**src/kmc_pkg.sv**
```systemverilog
`timescale 1ns / 1ps

package kmc_pkg;

    localparam int SLOT_WIDTH  = 10;
    localparam int FUNC_WIDTH  = 2;
    localparam int ADDR_WIDTH  = 4;
    localparam int DATA_WIDTH  = 32;
    localparam int PCOUNT_W    = 11;
    localparam int CCOUNT_W    = 5;
    localparam int ITER_W      = 16;

    localparam logic [FUNC_WIDTH-1:0] FUNC_LOAD_POINT  = 2'd0;
    localparam logic [FUNC_WIDTH-1:0] FUNC_LOAD_CENTER = 2'd1;
    localparam logic [FUNC_WIDTH-1:0] FUNC_RUN         = 2'd2;
    localparam logic [FUNC_WIDTH-1:0] FUNC_READ        = 2'd3;

    localparam logic [1:0] REG_POINT_COUNT    = 2'd0;
    localparam logic [1:0] REG_CENTER_COUNT   = 2'd1;
    localparam logic [1:0] REG_MAX_ITERATIONS = 2'd2;

    localparam logic [PCOUNT_W-1:0] POINT_COUNT_RST    = 11'd1024;
    localparam logic [CCOUNT_W-1:0] CENTER_COUNT_RST   = 5'd16;
    localparam logic [ITER_W-1:0]   MAX_ITERATIONS_RST = 16'd100;

    typedef struct packed {
        logic busy;
        logic done;
    } div_stat_t;

endpackage

```
**src/kmc_divider.sv**
```systemverilog
`timescale 1ns / 1ps

module kmc_divider #(
    parameter int DVD_W = 27,
    parameter int DVS_W = 11,
    parameter int Q_W   = 16
) (
    input  logic                    clk,
    input  logic                    rst_n,
    input  logic                    start,
    input  logic signed [DVD_W-1:0] dividend,
    input  logic        [DVS_W-1:0] divisor,
    output logic        [Q_W-1:0]   quotient,
    output kmc_pkg::div_stat_t      stat
);

    localparam int CNT_W = $clog2(DVD_W + 1);

    logic [DVD_W-1:0] mag_reg;
    logic [DVS_W-1:0] rem_reg;
    logic [DVS_W-1:0] dvs_reg;
    logic [CNT_W-1:0] cnt_reg;
    logic             neg_reg;
    logic             busy_reg;
    logic             done_reg;

    logic [DVS_W:0]   trial;
    logic             qbit;
    logic [DVD_W-1:0] signed_q;

    assign trial    = {rem_reg, mag_reg[DVD_W-1]};
    assign qbit     = (trial >= {1'b0, dvs_reg});
    assign signed_q = neg_reg ? (~mag_reg + 1'b1) : mag_reg;
    assign quotient = signed_q[Q_W-1:0];
    assign stat.busy = busy_reg;
    assign stat.done = done_reg;

    always_ff @(posedge clk or negedge rst_n)
    begin
        if (!rst_n)
        begin
            mag_reg  <= '0;
            rem_reg  <= '0;
            dvs_reg  <= '0;
            cnt_reg  <= '0;
            neg_reg  <= 1'b0;
            busy_reg <= 1'b0;
            done_reg <= 1'b0;
        end
        else
        begin
            done_reg <= 1'b0;
            if (start)
            begin
                mag_reg  <= dividend[DVD_W-1] ? (~dividend + 1'b1) : dividend;
                neg_reg  <= dividend[DVD_W-1];
                dvs_reg  <= divisor;
                rem_reg  <= '0;
                cnt_reg  <= CNT_W'(DVD_W);
                busy_reg <= 1'b1;
            end
            else if (busy_reg)
            begin
                rem_reg <= qbit ? DVS_W'(trial - {1'b0, dvs_reg}) : trial[DVS_W-1:0];
                mag_reg <= {mag_reg[DVD_W-2:0], qbit};
                cnt_reg <= cnt_reg - 1'b1;
                if (cnt_reg == CNT_W'(1))
                begin
                    busy_reg <= 1'b0;
                    done_reg <= 1'b1;
                end
            end
        end
    end

endmodule

```
**config.mk**
```make
export PLATFORM = sky130hd
export DESIGN_NAME = kmc_divider
export DESIGN_NICKNAME = d
export VERILOG_FILES = /design/src/kmc_pkg.sv /design/src/kmc_divider.sv
export SDC_FILE = /design/constraint.sdc
export NUM_CORES = 1
export LEC_CHECK = 0
export ABC_AREA = 0
export BUFFER_PORTS_ARGS = -buffer_cell sky130_fd_sc_hd__buf_4
export CAP_MARGIN = 10
export CORE_ASPECT_RATIO = 0.5
export CORE_UTILIZATION = 44
export DETAILED_ROUTE_END_ITERATION = 6
export SYNTH_ARGS = -nofsm -noshare
export SYNTH_HDL_FRONTEND = slang
export SYNTH_SLANG_ARGS = --single-unit
```
**constraint.sdc**
```tcl
create_clock -name clk -period 4.2 [get_ports clk]
set_input_delay 0 -clock clk [delete_from_list [all_inputs] [get_ports clk]]
set_output_delay 0 -clock clk [all_outputs]
set_load 0.02 [all_outputs]
```
==> out/results.ini, run 1 <==
[critical_path]
reg2reg_from=mag_reg[26]
cp_cell_sequence=inv_1 > ha_1 > inv_1 > fa_1 > a211oi_1 > o21ai_0 > a31oi_1 > o21a_1 > nand2_1 > a311oi_1
cpMostUsedCell=inv_1
cp.buffers_inverters=2
cpLargestDelayFamily=compound AO/OA/AOI/OAI gates
cp-end-kind=flip-flop
slowest_delay_ns=0.44
worstPathArrival_ns=3.03
start_kind=flip-flop
crit_path_start=mag_reg[26]
cp_slowest_cell=o21a_1
cp_max_fo=11
path_class=reg2reg
critPathRequiredTime_ns=4.42

[cts]
clock-root-buffer=clkbuf_16
cts_resized=0
cts_buffers=9
ctsHtreeMaxLevel=3
clock_latency_ns=0.33
cts_buffer_depth=2
clk_pin_slew_ns=0.05
clock_sinks=57
cts_tree=yes

[timing]
fmax_mhz=356.0
setup_viol=0
fin_setup_tns_ns=0
whs_ns=0.007060
rsz0062_at_grt=false
final.period_utilization_pct=66.87
slew_violations=0
skew_ns=0.005178
max_slew_margin_pct=35.40
finalHoldViolations=0
max_slew.worst_pin.slew_ns=0.9690
period_minus_slack_ns=2.809

[finish]
seqCellArea_sq_um=1428
layoutNonFillerInstCount=636
fillers=765
fin_nets=576
final_layout_size_suffix_gt1_share_pct=15.08
largest_reg_flops=27
multiInputGateArea_sq_um=2312
n_antenna_cell=0
syn_to_final_growth_pct=24.97

[drt]
drcViolationCount=0
routed_wl_um=8912
drtAntennaViolNets=0
drtIter0Drc=238
routed_via_density=5.302
drtPass1Iterations=4
vias=3372
wl_per_cell_um=14.01

[grt]
grt_pass1_wl_um=14860
overflow=0
grt_max_degree=95
grt_usage_pct=21.08
antenna_found_initial=0
grt_pass1_vias=3077

[synth]
synth_most_common_cell=dfrtp_1
yosys-top-cells-area=dfrtp_1 (36%), xnor2_1 (7.8%), nand2_1 (5.2%)
syn_avg_cell_area_sq_um=8.733
synth_common_cells=dfrtp_1 (57), nand2_1 (55), o21ai_0 (40), xnor2_1 (35), inv_1 (22)
synthCells=451
synth_nets=508
async_flop_share_pct=100.0
ys_types=47
synth_warnings=0
ys_seq_elements=57
yosysSeqAreaShare_pct=36.21
synthFlopType=dfrtp_1
synth_top_cell_by_area=dfrtp_1
synth_area_sq_um=3939
yosys.area.top_type_share_pct=36.21
synth_edf_count=0

[place]
gp_congestion=0.7886
io_buffers=58
dpl.cell_count=594
hpwlAfterDp_um=5930

[floorplanning]
core_region_area_sq_um=8346
ios=59
dieWidth_um=135.8
initial_core_util_pct=47.20
core.rowCount=23
dieArea_sq_um=9357
chipHeight_um=68.90

[hold_path]
hp-start=dividend[6]
min_path_type=in2reg

[status]
outcome=finished, final reports clean

[power_and_ir_drop]
powerDensity_nw_per_um2=473.1
worst_ir_drop_vdd_v=0.0002359
p_leak_nw=2.202

[run]
maxCapViolCount=0

==> worst register-to-register path, cell delays in order (launching register included) <==
cell	delay [ns]
dfrtp_1	0.40
inv_1	0.07
ha_1	0.16
inv_1	0.05
fa_1	0.39
a211oi_1	0.37
o21ai_0	0.14
a31oi_1	0.32
o21a_1	0.44
nand2_1	0.10
a311oi_1	0.27
==> repair_timing <==
| item | 4_1_cts | 5_1_grt |
|---|---|---|
| buffers inserted | 0 | 0 |
| hold buffers | 26 | 0 |
| hold endpoints to repair | 82 | 0 |
==> where the power goes <==
| part | leakage, nW | internal [mW] | switching, mW |
|---|---|---|---|
| Combinational | 1.39 | 0.431 | 0.512 |
| Clock | 0.130 | 0.394 | 0.251 |
| Sequential | 0.684 | 0.642 | 0.0978 |
| Total | 2.20 | 1.47 | 0.861 |
==> cell type report <==
type	instances	share of cell area, %
sequential	57	29.00
inverter	22	1.678
tap	112	2.847
clock buffer	12	4.804
timing repair buffer	85	14.29
multi-input combinational	344	46.98
clock inverter	4	0.4067
==> cell families (layout without fill, tap and decap cells) <==
kind of cell / Yosys count / in the layout / synth area share, %
flops: 57 / 57 / 36.21
buf+inv: 50 / 123 / 5.083
compound gates: 124 / 124 / 20.36
fa+ha+maj: 16 / 16 / 5.273
mux: 19 / 19 / 4.892
xor+xnor: 49 / 49 / 10.90
simple gates: 136 / 136 / 17.28
==> worst paths after layout <==
path	endpoint	slack [ns]	depth (start not counted)
worst min register to register	dvs_reg[0]	0.52	1
max in group asynchronous	busy_reg	3.36	2
worst max-delay path	rem_reg[7]	1.39	10
worst max register to register	rem_reg[7]	1.39	10
min in group asynchronous	dvs_reg[7]	0.26	2
worst min-delay path	mag_reg[6]	0.007	4
==> metal layers <==
layer / share of wire (%) / up-vias / GRT usage (%)
li1: - / 1731 / -
met1: 51 / 1582 / 28.56
met5: 0 / - / 0
met4: 1.1 / 0 / 6.601
met2: 44 / 51 / 33.04
met3: 3.9 / 8 / 5.702
==> placed cells by master (no fill, tap or decap), types with 14 or more instances in the layout <==
cell,count
a21oi_1,20
a211oi_1,14
dfrtp_1,56
nor2_1,19
buf_4,59
dlygate4sd3_1,26
ha_1,15
o21ai_0,40
nand2_1,55
mux2i_1,17
inv_1,22
xor2_1,14
xnor2_1,35
==> per-stage QoR <==
stage	instance area, sq um	util, %	power, mW	setup slack, ns
final	4922	58.98	2.329	1.391
after global routing	4922	58.98	2.497	1.074
after CTS	4922	58.98	2.345	1.386
after detailed placement	4405	52.79	1.673	1.360
after global placement	4405	52.79	1.670	1.485
after floorplan	3939	-	1.411	1.609
No activity file was read; power rests on OpenSTA's default activity.
==> run 2: changes to the inputs <==
Settings changed: PLACE_DENSITY set to 0.67.
Clock period 4.2 ns to 2.5 ns, I/O delays scaled along.
==> out/results.ini, run 2 (synthesis gave the netlist of run 1 again) <==
[floorplanning]
dieArea_sq_um=9357
chipHeight_um=68.90
core.rowCount=23
initial_core_util_pct=47.20
ios=59
dieWidth_um=135.8
core_region_area_sq_um=8346

[critical_path]
cp_max_fo=5
reg2reg_from=mag_reg[26]
cp_cell_sequence=dlygate4sd3_1 > buf_4 > or3_1 > or3b_1 > or4_4 > o21ai_1 > xor2_1 > a21oi_1
path_class=in2reg
crit_path_start=dividend[2]
reg2reg_slack_ns=0.23
cpLargestDelayFamily=simple AND/OR/NAND/NOR gates
slowest_delay_ns=0.60
critPathRequiredTime_ns=2.67
cp_slowest_cell=or4_4
cp.buffers_inverters=2
cp-end-kind=flip-flop
start_kind=input pin
worstPathArrival_ns=2.54

[power_and_ir_drop]
p_leak_nw=2.244
power_frac_clock_pct=26.3
comb_power_share_pct=43.2
pwr-share-seq_pct=30.5
p_switching_mw=1.503
worst_ir_drop_vdd_v=0.0004440
powerDensity_nw_per_um2=815.6
p_int_mw=2.576
switching_share_pct=36.85

[hold_path]
min_path_type=in2reg
hp-start=dividend[12]

[finish]
syn_to_final_growth_pct=27.00
n_antenna_cell=0
final_common_cell=buf_4
final_cell_mix=buf_4 (68), dfrtp_1 (56), nand2_1 (55)
final_layout_size_suffix_gt1_share_pct=17.92
fin_nets=582
largest_reg_flops=27

[cts]
ctsHtreeMaxLevel=3
clock_sinks=57
clock_latency_ns=0.33
cts_buffers=9
cts_tree=yes
clk_pin_slew_ns=0.05
post_cts_buffers=0
clock-root-buffer=clkbuf_16
cts_buffer_depth=2

[place]
gp_congestion=0.8010
hpwlAfterDp_um=6223
pre_cts_ws_ns=0.01170
io_buffers=58

[grt]
grt_pass1_wl_um=14910
grt_usage_pct=21.11
grt_max_degree=77
antenna_found_initial=0
overflow=0
grt_pass1_vias=3058

[drt]
routed_wl_um=9160
drcViolationCount=0
drtPass1Iterations=4
vias=3412
drtIter0Drc=231
routed_via_density=5.315
drtAntennaViolNets=0
wl_per_cell_um=14.27

[timing]
final.period_utilization_pct=94.89
period_minus_slack_ns=2.372
finalHoldViolations=0
fin_setup_tns_ns=0
rsz0062_at_grt=false
setup_ws_ns=0.1276
slew_violations=0
setup_viol=0
skew_ns=0.005530
whs_ns=0.01234
fmax_mhz=421.5
max_slew.worst_pin.slew_ns=0.7428
max_slew_margin_pct=50.48

[status]
outcome=finished, final reports clean

[run]
maxCapViolCount=0

==> run 2: cell count changes in the layout (fill, tap and decap cells not counted), sizes merged <==
cell,previous run,this run
dlygate4sd3,26,22
buf,59,69
==> run 2: routing by layer <==
layer	track usage, %	part of all wire, %
met5	0	0
met3	5.775	4.8
met4	5.899	1.0
met1	28.51	51
met2	33.42	44
==> run 2: layout make-up <==
class,instances,area (sq um)
repair buffers,91,750.7
clock inverters,4,20.02
fillers,758,3343
well taps,112,140.1
multi-input cells,344,2345
inverters,22,82.58
flip-flops and latches,57,1428
clock buffers,12,236.5
==> run 2: path summary, 6_finish.rpt <==
check | to | depth (start not counted)
max | mag_reg[24] | 8
min | mag_reg[12] | 4
max reg2reg | rem_reg[3] | 11
min reg2reg | dvs_reg[0] | 1
max in group asynchronous | busy_reg | 2
min in group asynchronous | dvs_reg[9] | 2
==> run 2: power by group through the flow <==
stage                     clock, mW  sequential [mW]  combinational (mW)
final                          1.07             1.24                1.76
after floorplan                   0             1.20                1.18
after global placement            0             1.25                1.65
after CTS                      1.10             1.24                1.72
after detailed placement          0             1.25                1.67
after global routing           1.15             1.26                1.95
==> run 2: per-stage QoR <==
step / instance area (sq um) / util [%] / total power, mW / cells
2_1_floorplan: 3940 / - / 2.375 / 451
3_3_place_gp: 4493 / 53.84 / 2.902 / 604
3_5_place_dp: 4493 / 53.84 / 2.922 / 604
4_1_cts: 4975 / 59.61 / 4.055 / 642
5_1_grt: 5002 / 59.94 / 4.362 / 642
6_report: 5002 / 59.94 / 4.080 / 642
==> run 2: timing repair <==
item	4_1_cts	5_1_grt
endpoints found under the setup margin	1	12
gates resized for setup	1	6
hold buffers	22	0
hold endpoints to repair	78	0
pin swaps	1	3
==> run 2: worst reg2reg max path, stage by stage, from the launching register on <==
cell and delay, ns:
dfrtp_1 0.37, inv_1 0.06, ha_1 0.16, inv_1 0.05, fa_2 0.36, a211oi_2 0.23
o21ai_1 0.11, a31oi_2 0.21, o21a_1 0.15, buf_4 0.15, nand2_1 0.07, a311oi_2 0.25
==> run 3: changes to the inputs <==
Settings changed: ABC_AREA 0 to 1, PLACE_DENSITY 0.67 to 0.66.
==> out/results.ini, run 3 <==
[synth]
synthFlopType=dfrtp_1
async_flop_share_pct=100.0
synth_edf_count=0
synth_nets=721
ys_seq_elements=57
synthMuxAreaShare_pct=0
syn_avg_cell_area_sq_um=6.548
yosys-top-cells-area=dfrtp_1 (33%), nand2_1 (22%), inv_1 (6.3%)
yosysSeqAreaShare_pct=32.81
synth_top_family_by_area=simple AND/OR/NAND/NOR gates
ys_types=40
synth_top_cell_by_area=dfrtp_1
synthXorXnorAreaFrac_pct=5.640
synthCells=664
synth_most_common_cell=nand2_1
synth_area_sq_um=4348
synth_adder_area_share_pct=4.777
synth_warnings=0
yosys.area.top_type_share_pct=32.81
synth_compound_area_share_pct=10.56
synth_common_cells=nand2_1 (250), inv_1 (73), dfrtp_1 (57), nor2_1 (55)
synth-simple-area-share_pct=36.98

[power_and_ir_drop]
p_int_mw=2.587
powerDensity_nw_per_um2=780.0
comb_power_share_pct=41.2
worst_ir_drop_vdd_v=0.0003187
power_frac_clock_pct=30.1
switching_share_pct=38.16
p_switching_mw=1.597
total_power_mw=4.184
p_leak_nw=2.803
pwr-share-seq_pct=28.7

[finish]
final_cell_mix=nand2_1 (249), inv_1 (73), buf_4 (66)
final_layout_size_suffix_gt1_share_pct=13.13
layoutNonFillerInstCount=874
largest_reg_flops=27
final_common_cell=nand2_1
syn_to_final_growth_pct=23.37
finish.utilization_pct=56.41
n_antenna_cell=0
fin_nets=791

[hold_path]
whs_endpoint=mag_reg[16]
hp-start=dividend[16]
min_path_type=in2reg
worst_hold_path.num_cells=5

[grt]
grt_pass1_wl_um=18570
grt_max_degree=58
antenna_found_initial=0
overflow=0
grt_pass1_vias=3825
grt_usage_pct=23.60

[cts]
clk_pin_slew_ns=0.05
clock_latency_ns=0.33
cts_tree=yes
ctsHtreeMaxLevel=3
clock-root-buffer=clkbuf_16
clock_sinks=57
cts_buffer_depth=2
cts_buffers=9

[floorplanning]
ios=59
dieArea_sq_um=10310
chipHeight_um=72.29
initial_core_util_pct=45.72
core.rowCount=25
core_region_area_sq_um=9509
dieWidth_um=142.6

[critical_path]
reg2regPathDepth=12
cp-end-kind=flip-flop
reg2reg_slack_ns=0.22
path_class=reg2reg
start_kind=flip-flop
critPathRequiredTime_ns=2.76
reg2reg_from=mag_reg[26]
r2r-end=rem_reg[3]
worstPathArrival_ns=2.54
cp_max_fo=15

[drt]
drtAntennaViolNets=0
drcViolationCount=0
vias=4315
routed_via_density=4.937
routed_wl_um=11340
drtIter0Drc=300
drtPass1Iterations=4
wl_per_cell_um=12.97

[place]
gp_congestion=0.9171
hpwlAfterDp_um=8195
dpl.cell_count=840
io_buffers=58

[run]
maxCapViolCount=0

[timing]
fin_setup_tns_ns=0
max_slew_margin_pct=50.53
skew_ns=0.006930
final.period_utilization_pct=91.36
max_slew.worst_pin.slew_ns=0.7420
slew_violations=0
period_minus_slack_ns=2.284
setup_viol=0
finalHoldViolations=0
rsz0062_at_grt=false
whs_ns=0.01414
fmax_mhz=437.8

[status]
outcome=finished, final reports clean

## run 3: layout make-up
type / instances / area [sq um]
clock inverters: 4 / 51.30
well taps: 135 / 168.9
inverters: 78 / 292.8
flip-flops and latches: 57 / 1426
multi-input cells: 507 / 2522
fillers: 959 / 4145
clock buffers: 12 / 256.5
repair buffers: 81 / 645.6
## run 3: cells by family after synthesis
| logic type | after synthesis |
|---|---|
| and+or+nand+nor | 381 |
| buffers and inverters | 100 |
| AOI/OAI and AO/OA | 82 |
| DFF | 57 |
| xor gates and xnor gates | 28 |
| adders and majority gates | 16 |
## run 3: per-stage QoR
stage               setup slack [ns]  area, sq um
floorplan                     0.5526         4348
global placement              0.2876         4881
detailed placement            0.2023         4881
CTS                           0.1791         5339
global route                0.005784         5364
finish                        0.2159         5364
## run 3: power groups by stage
stage	clock network (mW)	logic [mW]	registers, mW
6_report	1.26	1.73	1.20
5_1_grt	1.33	1.96	1.22
4_1_cts	1.28	1.67	1.20
3_5_place_dp	0	1.64	1.21
3_3_place_gp	0	1.63	1.21
2_1_floorplan	0	1.26	1.17
## run 3: critical path, stage by stage (launching register included)
cell and delay (ns):
dfrtp_1 0.37, inv_1 0.08, ha_1 0.16, inv_1 0.06
fa_1 0.42, nand3_1 0.11, nand3_1 0.16, nand3_2 0.19
nand4_4 0.23, buf_4 0.22, nand2_1 0.05, nand3_1 0.07
o21ai_1 0.07
## run 3: repair_timing
item | CTS | global route
hold buffers | 15 | 0
endpoints found under the setup margin | 0 | 4
endpoints found under the hold margin | 71 | 0
resized for setup | 0 | 1
buffers inserted | 0 | 3
## run 3: metal layers
layer  vias to the layer above  wire [um]  GRT usage (%)
met4                         0        133          7.049
met3                        15        387          4.818
met1                      1967       5991          34.29
met5                         -          0              0
met2                        83       4825          35.35
li1                       2250          -              -
## run 3: how the worst max path moves through the flow
stage / from / to / slack, ns / depth (start not counted)
final: mag_reg[26] / rem_reg[3] / 0.22 / 12
after detailed placement: mag_reg[26] / rem_reg[0] / 0.20 / 12
after CTS: mag_reg[26] / rem_reg[0] / 0.18 / 12
after global routing: mag_reg[26] / rem_reg[2] / 0.006 / 12
after global placement: mag_reg[26] / rem_reg[9] / 0.29 / 12
after floorplan: mag_reg[26] / rem_reg[8] / 0.55 / 11
